===== src/sv/hts_pkg.sv =====
// shared types, codes and constants of the hrrn task scheduler
`default_nettype none

package hts_pkg;

    // defaults of the top-level parameters
    localparam int SlotsDef    = 7;
    localparam int TimeBitsDef = 16;
    localparam int IdBitsDef   = 8;

    // fixed field widths of the channel words
    localparam int ModeW = 2;
    localparam int IdW   = 8;
    localparam int TimeW = 16;
    localparam int StatW = 2;
    localparam int SlotW = 3;

    // step counter width and program addresses
    localparam int PcW = 4;
    localparam logic [PcW-1:0] PC_IDLE      = 4'd0;
    localparam logic [PcW-1:0] PC_CREATE    = 4'd1;
    localparam logic [PcW-1:0] PC_FIND      = 4'd2;
    localparam logic [PcW-1:0] PC_FIN       = 4'd3;
    localparam logic [PcW-1:0] PC_FIN_UPD   = 4'd4;
    localparam logic [PcW-1:0] PC_SCHED     = 4'd5;
    localparam logic [PcW-1:0] PC_SCHED_RD  = 4'd6;
    localparam logic [PcW-1:0] PC_SCHED_MUL = 4'd7;
    localparam logic [PcW-1:0] PC_SCHED_CMP = 4'd8;
    localparam logic [PcW-1:0] PC_SCHED_END = 4'd9;
    localparam logic [PcW-1:0] PC_EMIT      = 4'd10;
    localparam logic [PcW-1:0] PC_RUN       = 4'd11;
    localparam logic [PcW-1:0] PC_RUN_RES   = 4'd12;

    typedef enum logic [1:0] {
        MODE_CREATE = 2'd0,
        MODE_SCHED  = 2'd1,
        MODE_FINISH = 2'd2,
        MODE_NONE   = 2'd3
    } t_mode;

    typedef enum logic [1:0] {
        SLOT_FREE     = 2'd0,
        SLOT_RUNNING  = 2'd1,
        SLOT_RUNNABLE = 2'd2
    } t_slot_st;

    typedef enum logic [StatW-1:0] {
        RES_OK   = 2'd0,
        RES_FULL = 2'd1,
        RES_IDLE = 2'd2,
        RES_ZERO = 2'd3
    } t_res;

    typedef enum logic [3:0] {
        UOP_IDLE,
        UOP_CHK_SVC,
        UOP_FIND_FREE,
        UOP_FIN_RD,
        UOP_FIN_UPD,
        UOP_SCHED_INIT,
        UOP_SCHED_RD,
        UOP_SCHED_MUL,
        UOP_SCHED_CMP,
        UOP_SCHED_END,
        UOP_EMIT,
        UOP_RUN_RD,
        UOP_RUN_RES
    } t_uop;

    typedef struct packed {
        t_uop           op;
        logic [PcW-1:0] target;
    } t_cword;

    // datapath to sequencer: branch conditions
    typedef struct packed {
        logic  start;
        logic  hold;
        logic  take;
        t_mode mode;
    } t_cond;

    typedef struct packed {
        logic [ModeW-1:0] mode;
        logic [IdW-1:0]   task_id;
        logic [TimeW-1:0] arrival_time;
        logic [TimeW-1:0] service_time;
    } t_item;

    typedef struct packed {
        logic [StatW-1:0] status;
        logic [SlotW-1:0] slot;
        logic [IdW-1:0]   chosen_id;
        logic [TimeW-1:0] clock_now;
    } t_result;

endpackage

`default_nettype wire


===== src/sv/hts_ucode_rom.sv =====
// control store: one control word per program step
`default_nettype none

module hts_ucode_rom import hts_pkg::*; (
    input  wire logic [PcW-1:0] i_pc,
    output t_cword              o_cword
);

    always_comb begin
        case (i_pc)
            PC_IDLE:      o_cword = '{op: UOP_IDLE,       target: PC_IDLE};
            PC_CREATE:    o_cword = '{op: UOP_CHK_SVC,    target: PC_EMIT};
            PC_FIND:      o_cword = '{op: UOP_FIND_FREE,  target: PC_EMIT};
            PC_FIN:       o_cword = '{op: UOP_FIN_RD,     target: PC_IDLE};
            PC_FIN_UPD:   o_cword = '{op: UOP_FIN_UPD,    target: PC_IDLE};
            PC_SCHED:     o_cword = '{op: UOP_SCHED_INIT, target: PC_IDLE};
            PC_SCHED_RD:  o_cword = '{op: UOP_SCHED_RD,   target: PC_SCHED_END};
            PC_SCHED_MUL: o_cword = '{op: UOP_SCHED_MUL,  target: PC_IDLE};
            PC_SCHED_CMP: o_cword = '{op: UOP_SCHED_CMP,  target: PC_SCHED_RD};
            PC_SCHED_END: o_cword = '{op: UOP_SCHED_END,  target: PC_RUN};
            PC_EMIT:      o_cword = '{op: UOP_EMIT,       target: PC_IDLE};
            PC_RUN:       o_cword = '{op: UOP_RUN_RD,     target: PC_IDLE};
            PC_RUN_RES:   o_cword = '{op: UOP_RUN_RES,    target: PC_EMIT};
            default:      o_cword = '{op: UOP_IDLE,       target: PC_IDLE};
        endcase
    end

endmodule

`default_nettype wire


===== src/sv/hts_sequencer.sv =====
// step counter with dispatch on mode and conditional jumps
`default_nettype none

module hts_sequencer import hts_pkg::*; (
    input  wire logic  i_clk,
    input  wire logic  i_rst_n,
    input  wire t_cond i_cond,
    output t_uop       o_op
);

    logic [PcW-1:0] r_pc;
    logic [PcW-1:0] n_pc;
    logic [PcW-1:0] entry_pc;
    t_cword         cword;

    hts_ucode_rom u_rom (
        .i_pc    (r_pc),
        .o_cword (cword)
    );

    always_comb begin
        case (i_cond.mode)
            MODE_CREATE: entry_pc = PC_CREATE;
            MODE_SCHED:  entry_pc = PC_SCHED;
            MODE_FINISH: entry_pc = PC_FIN;
            default:     entry_pc = PC_RUN;
        endcase
    end

    always_comb begin
        if (i_cond.start) begin
            n_pc = entry_pc;
        end else if (i_cond.hold) begin
            n_pc = r_pc;
        end else if (i_cond.take) begin
            n_pc = cword.target;
        end else begin
            n_pc = r_pc + PcW'(1);
        end
    end

    always_ff @(posedge i_clk) begin
        if (!i_rst_n) begin
            r_pc <= PC_IDLE;
        end else begin
            r_pc <= n_pc;
        end
    end

    assign o_op = cword.op;

endmodule

`default_nettype wire


===== config.mk =====
export PLATFORM = sky130hd
export DESIGN_NAME = hts_sequencer
export DESIGN_NICKNAME = d
export VERILOG_FILES = /design/src/sv/hts_pkg.sv /design/src/sv/hts_ucode_rom.sv /design/src/sv/hts_sequencer.sv
export SDC_FILE = /design/constraint.sdc
export NUM_CORES = 1
export LEC_CHECK = 0
export BUFFER_PORTS_ARGS = -buffer_cell sky130_fd_sc_hd__clkbuf_2
export CAP_MARGIN = 0
export CORE_AREA = 4 4 43 45
export CTS_CLUSTER_DIAMETER = 80
export DETAILED_ROUTE_END_ITERATION = 10
export DIE_AREA = 0 0 47 49
export HOLD_SLACK_MARGIN = 0.05
export SLEW_MARGIN = 20
export SYNTH_ARGS = -nofsm -noshare
export SYNTH_HDL_FRONTEND = slang
export SYNTH_HIERARCHICAL = 1
export SYNTH_SLANG_ARGS = --single-unit

===== constraint.sdc =====
create_clock -name i_clk -period 2.95 [get_ports i_clk]
set_input_delay 0.295 -clock i_clk [delete_from_list [all_inputs] [get_ports i_clk]]
set_output_delay 0.295 -clock i_clk [all_outputs]
set_load 0.1 [all_outputs]

Word-level counts from Yosys, hierarchy flattened
Memories as Yosys holds them, arrays and structs flattened. A register that Yosys moved wholly into a read port is not among the register bits.
Cells that the tools add are included.
{"block": "word_totals", "input_bits": 7, "mem_count": 1, "latchBits": 0, "elab_cells": 13, "reg_bits": 4, "mem_bits_ro": 128, "ramBits": 0, "out_inout_bits": 4}
{"name": "(name not given)", "depth": 16, "word_bits": 8, "rd": 1, "rd_clocked_by_memory_dff": 1, "write_ports": 0, "line": "hts_ucode_rom.sv:10", "text": "case (i_pc)"}
{"block": "op_classes", "bitwise": 0, "n_mux": 6, "n_reduce_logical": 1, "n_shift": 0, "div": 0, "n_eq_ne": 3, "n_mul": 0, "order_cmp": 0, "addsub": 1}
{"op": "$mux W4", "n": 5}
{"op": "$pmux W4 S3", "n": 1}
{"op": "$add A4 B1 Y4 const B", "n": 1}
{"op": "$eq A2 B1 Y1 const B", "n": 1}
{"op": "$eq A2 B2 Y1 const B", "n": 1}
{"op": "$logic_not A2 Y1", "n": 1}
{"op": "$ne A2 B1 Y1 const B", "n": 1}

Longest topological paths before layout
Gate-level depths: netlist of the first run.
{"block": "depth", "depth_word": 6, "ltp_mapped": 7, "ltp_nobuf": 7}

Cells and area by module
The synthesis of the first run kept the hierarchy.
{"module": "hts_sequencer", "seq_area_each_um2": 80.1, "n_inst": 1, "cells_each": 33, "area_per_inst_um2": 272.8}
{"module": "hts_ucode_rom", "seq_area_each_um2": 0.0, "n_inst": 1, "cells_each": 21, "area_per_inst_um2": 158.9}

Worst setup path after synthesis of the first run
No wires, ideal clock.
{"block": "synth_path", "path_type": "register to output", "start": "reg, netlist name r_pc[0]", "end": "out o_op[3]", "t_arrival_ps": 2851, "required_time_ps": 2655, "stages_incl_launch_ff": 5, "path_buffers": 0, "path_slack_ps": -196, "path_cell_list": "dfxtp_1 > inv_1 > ha_1 > inv_1 > a21boi_0"}
{"element": "to (decl)", "line": "hts_sequencer.sv:8", "text": "output t_uop o_op"}

==> results_dict.tcl, run 1 <==
set metrics [dict create \
    preCtsSetupSlack_ps 1090 \
    finalNonFillerCells 80 \
    ctsHoldBuffers 0 \
    ys_seq_area_share_pct 18.6 \
    synth_ff_type "dfxtp_1" \
    htree_levels 1 \
    grt_setup_unrepaired "false" \
    syn_inst 54 \
    fillers 170 \
    yosysUniqueCellTypes 30 \
    numCtsBuffers 3 \
    synth_fp_nets 65 \
    yosysWarnings 6 \
    synth_area_um2 432 \
    setup_tns_ps 0 \
    core.rowCount 14 \
    nets 77 \
    rrSetupSlack_ps 1090 \
    synthTopCellsByArea "dfxtp_1 19%, ha_1 12%, mux4_2 5.2%" \
    wl_met2_um 354 \
    path_clk_slew_ps 40 \
    synth_top_area_share_pct 18.6 \
    p_leak_uw 0.000237 \
    grt_pass1_wl_mm 1.52 \
    dieArea_um2 2300 \
    worstMarginPinSlew_ps 544 \
    crit_fanout 6 \
    min_period_ps 1890 \
    viasPerCell 5.15 \
    ys_ff_latch 4 \
    setup_viol 0 \
    ir_worst_vdd_mv 0.169 \
    diodes 0 \
    gp_congestion 0.796 \
    wirelength_um 843 \
    power.density_nw_per_um2 428 \
    largest_reg_flops 4 \
    synth_commonest_cells "5 x inv_1, 5 x nor2_1, 4 x dfxtp_1, 4 x ha_1" \
    fmax_mhz 530 \
    cp_data_required_time_ps 2650 \
    route.detailed.drc 0 \
    synthArstFlopShare_pct 0 \
    drv_slew 0 \
    cts.sinks 4 \
    cap_violations 0 \
    dr_total_vias 412 \
    die_w_um 47 \
    synth-edff-count 0 \
    tritoncts "built" \
    overflow 0 \
    yosysTopAreaCell "dfxtp_1" \
    drive_above_1_share_pct 25.0 \
    antenna_found_initial 0 \
    area_growth_pct 16.5 \
    syn-mean-instance-area_um2 7.99 \
    wire_per_inst_um 10.5 \
    multi_input_area_um2 312 \
    antenna_left 0 \
    start_kind "flop" \
    die_h_um 49 \
    skew_ps 5.37 \
    grt_max_degree 14 \
    cts-resized-gates 0 \
    route.met3.wl_um 63 \
    core_um2 1470 \
    cts_buffer_depth 2 \
    end_kind "output port" \
    crit_type "flop to output port" \
    dr.pass1.iters 4 \
    clock_tree.root_cell "clkbuf_4" \
    grt_pass1_vias 351 \
    hold_violations 0 \
    dp.cells 77 \
    post-route-worst-setup-slack_ps 1060 \
    first_iter_violations 13 \
    io_pins 11 \
    finalCritPeriodShare_pct 63.9 \
    status "complete, no violations" \
    grt_usage_pct 9.32 \
    portBuffers 10 \
    start_util_pct 29.3 \
    clkLatencyLatePin_ps 240 \
    seq_area_um2 80.1 \
    wl_met1_um 409 \
    highest_layer "met4" \
    regMostFlops "r_pc" \
    post_cts_buffers 0 \
    hp-class "primary input to flop" \
    relSlewSlack_pct 63.9 \
    power.total_uw 215 \
    top_regs "r_pc (4)" \
    arrival_ps 1590 \
]
-- layout by cell type (no fill, tap or decap) --
master and instances:
a21oi_1 3, nor3b_1 1, and3b_1 1, a221oi_1 1
a21boi_1 2, nor2_1 5, nand3_1 3, and3_1 1
nand2b_1 2, xor2_1 1, inv_1 5, a211oi_1 2
or3b_1 1, dfxtp_1 4, nand3b_1 1, nand2_1 2
a21o_2 1, mux2_2 1, ha_1 4, o311a_1 1
clkbuf_2 10, clkbuf_4 3, and2_1 1, mux2i_1 1
o21ai_0 2, nor3_1 1, o21a_1 1, mux4_2 1
o31ai_1 2
-- power breakdown --
group	internal, uW	total (uW)	switching [uW]
registers	58.4	66.9	8.53
clock network	45.5	68.2	22.7
logic	27.6	80.4	52.7
total	132	215	84.0
-- final cells by class --
cell class | instances | area share [%]
multi-input combinational | 42 | 61.9
sequential | 4 | 15.9
timing repair buffer | 10 | 9.95
clock buffer | 3 | 4.48
tap | 16 | 3.98
inverter | 5 | 3.73
-- metal layers --
layer / track usage (%) / up-vias
met4: 5.53 / 0
met5: 0 / -
li1: - / 216
met2: 12.0 / 11
met1: 12.2 / 183
met3: 4.43 / 2
-- cell families after synthesis --
group | count (synthesis) | synth area share, %
flops | 4 | 18.6
xor+xnor | 1 | 2.03
compound gates | 15 | 24.3
simple gates | 19 | 24.1
buf+inv | 8 | 9.27
mux | 3 | 10.1
fa+ha+maj | 4 | 11.6
-- stage by stage --
stage | hold slack (ps) | utilization, % | instance area [um2]
after floorplan | 399 | - | 432
after detailed placement | 546 | 32.7 | 480
final | 306 | 34.2 | 503
after global routing | 298 | 34.2 | 503
after global placement | 541 | 32.7 | 480
after CTS | 296 | 34.2 | 503
-- final timing paths --
path              startpoint  endpoint  cells past startpoint
hold reg to reg      r_pc[1]   r_pc[1]                      2
setup reg to reg     r_pc[0]   r_pc[3]                      6
setup / recovery     r_pc[0]   o_op[3]                      5
hold / removal     i_cond[1]   r_pc[1]                      3
-- worst max-delay path, stage by stage (launching register included) --
cell,delay (ps)
dfxtp_1,350
inv_1,120
ha_1,200
inv_1,80
a21boi_1,140
clkbuf_2,470
Note: power is estimated with default switching activity, not from simulation.
==> inputs of run 2 (changes only) <==
==> constraint.sdc (replaced) <==
create_clock -name i_clk -period 1.7 [get_ports i_clk]
set_input_delay 0.17 -clock i_clk [delete_from_list [all_inputs] [get_ports i_clk]]
set_output_delay 0.17 -clock i_clk [all_outputs]
set_load 0.1 [all_outputs]
==> results_dict.tcl, run 2 (synthesized netlist as in run 1, its figures left out) <==
set metrics [dict create \
    dr_total_vias 429 \
    status "complete, no violations" \
    rrSetupSlack_ps 70 \
    fmax_mhz 612 \
    cts_buffer_depth 2 \
    dr.pass1.iters 4 \
    wire_per_inst_um 11.2 \
    antenna_left 0 \
    nets 84 \
    critPathSlowestCell "mux4_2" \
    worstMarginPinSlew_ps 541 \
    crit_fanout 3 \
    diodes 0 \
    crit_chain "inv_1 > ha_4 > mux4_2 > nand2b_4 > a211oi_2 > a211oi_1" \
    portBuffers 10 \
    hold_violations 0 \
    seq_area_um2 82.6 \
    fillers 151 \
    layout_common_cells "8 x clkbuf_2, 7 x buf_4, 5 x inv_1, 5 x nor2_1" \
    io_pins 11 \
    multi_input_area_um2 344 \
    grt_max_degree 9 \
    area_growth_pct 43.8 \
    first_iter_violations 5 \
    reg2reg_to "r_pc[3]" \
    wirelength_um 978 \
    viasPerCell 4.93 \
    path_clk_slew_ps 40 \
    skew_ps 4.68 \
    grt_usage_pct 10.1 \
    top_regs "r_pc (4)" \
    finalCritPeriodShare_pct 96.2 \
    numCtsBuffers 3 \
    drv_slew 0 \
    route.detailed.drc 0 \
    crit_type "flop to flop" \
    hp-class "primary input to flop" \
    arrival_ps 1750 \
    drive_above_1_share_pct 42.3 \
    htree_levels 1 \
    min_to "r_pc[1]" \
    min_path_cells 3 \
    p_leak_uw 0.000289 \
    cp_data_required_time_ps 1820 \
    clock_tree.root_cell "clkbuf_4" \
    largest_reg_flops 4 \
    r2r_start "r_pc[1]" \
    critPathMaxStageDelay_ps 450 \
    min_period_ps 1630 \
    gp_congestion 0.736 \
    cap_violations 0 \
    cts.sinks 4 \
    reg2regPathDepth 6 \
    clkLatencyLatePin_ps 230 \
    cp_num_buf_inv 1 \
    post-route-worst-setup-slack_ps 65.2 \
    relSlewSlack_pct 64.1 \
    die_w_um 47 \
    detailed_place_hpwl_um 803 \
    core_um2 1470 \
    core.rowCount 14 \
    setup_viol 0 \
    ir_worst_vdd_mv 0.393 \
    antenna_found_initial 0 \
    power.density_nw_per_um2 674 \
    cp.depth 6 \
    preCtsSetupSlack_ps -48.5 \
    regMostFlops "r_pc" \
    dieArea_um2 2300 \
    layout_commonest_cell "clkbuf_2" \
    final_core_util_pct 42.2 \
    grt_pass1_vias 374 \
    tritoncts "built" \
    die_h_um 49 \
    min_from "i_cond[1]" \
    start_kind "flop" \
    crit_family "multiplexers" \
    end_kind "flop" \
    overflow 0 \
    grt_setup_unrepaired "false" \
    ctsHoldBuffers 0 \
    start_util_pct 29.3 \
    grt_pass1_wl_mm 1.70 \
]
run 2: changes by cell type in the layout (fill, tap and decap cells not counted), sizes merged:
cell | before | now
buf | 0 | 9
clkbuf | 13 | 11
run 2: cell type report:
class	instances	area share [%]
flip-flops and latches	4	13.3
multi-input cells	42	55.4
repair buffers	17	21.4
inverters	5	3.02
well taps	16	3.23
clock buffers	3	3.63
run 2: where the power goes:
group,switching [uW],leakage [uW],internal (uW)
logic,113,0.000241,81.1
registers,6.88,0.0000336,102
clock network,36.2,0.0000138,78.8
run 2: worst max path at each step:
stage / endpoint / start / slack (ps)
3_3_place_gp: r_pc[3] / r_pc[0] / 20
3_5_place_dp: r_pc[3] / r_pc[0] / -50
2_1_floorplan: o_op[0] / r_pc[3] / -440
6_report: r_pc[3] / r_pc[1] / 70
5_1_grt: r_pc[0] / r_pc[0] / 8
4_1_cts: r_pc[3] / r_pc[1] / 30
run 2: stage by stage:
stage / total power (uW) / setup TNS [ps] / instance area, um2 / hold WS (ps) / instances
6_report: 418 / 0 / 621 / 194 / 87
5_1_grt: 453 / 0 / 621 / 196 / 87
4_1_cts: 415 / 0 / 601 / 191 / 86
3_5_place_dp: 289 / -48.5 / 566 / 431 / 83
3_3_place_gp: 288 / 0 / 566 / 427 / 83
2_1_floorplan: 235 / -910 / 442 / 266 / 54
run 2: tightest hold or removal path: cells and delay by family:
kind	cells	cell delay, ps
AND/OR/NAND/NOR	1	60
AO/OA/AOI/OAI	1	60
buffers and inverters	1	90
run 2: what timing repair did:
item	in CTS	in global routing
resized for setup	2	1
endpoints found under the setup margin	1	1
endpoints found under the hold margin	0	0
cloned	0	0
pin swaps	2	1
buffers inserted	0	1
run 2: layer usage:
metal  vias up  GRT usage [%]  wire length [um]
li1        232              -                 -
met4         0           1.38                 0
met2        11           13.3               429
met5         -              0                 0
met1       186           14.5               475
met3         0           5.54                73
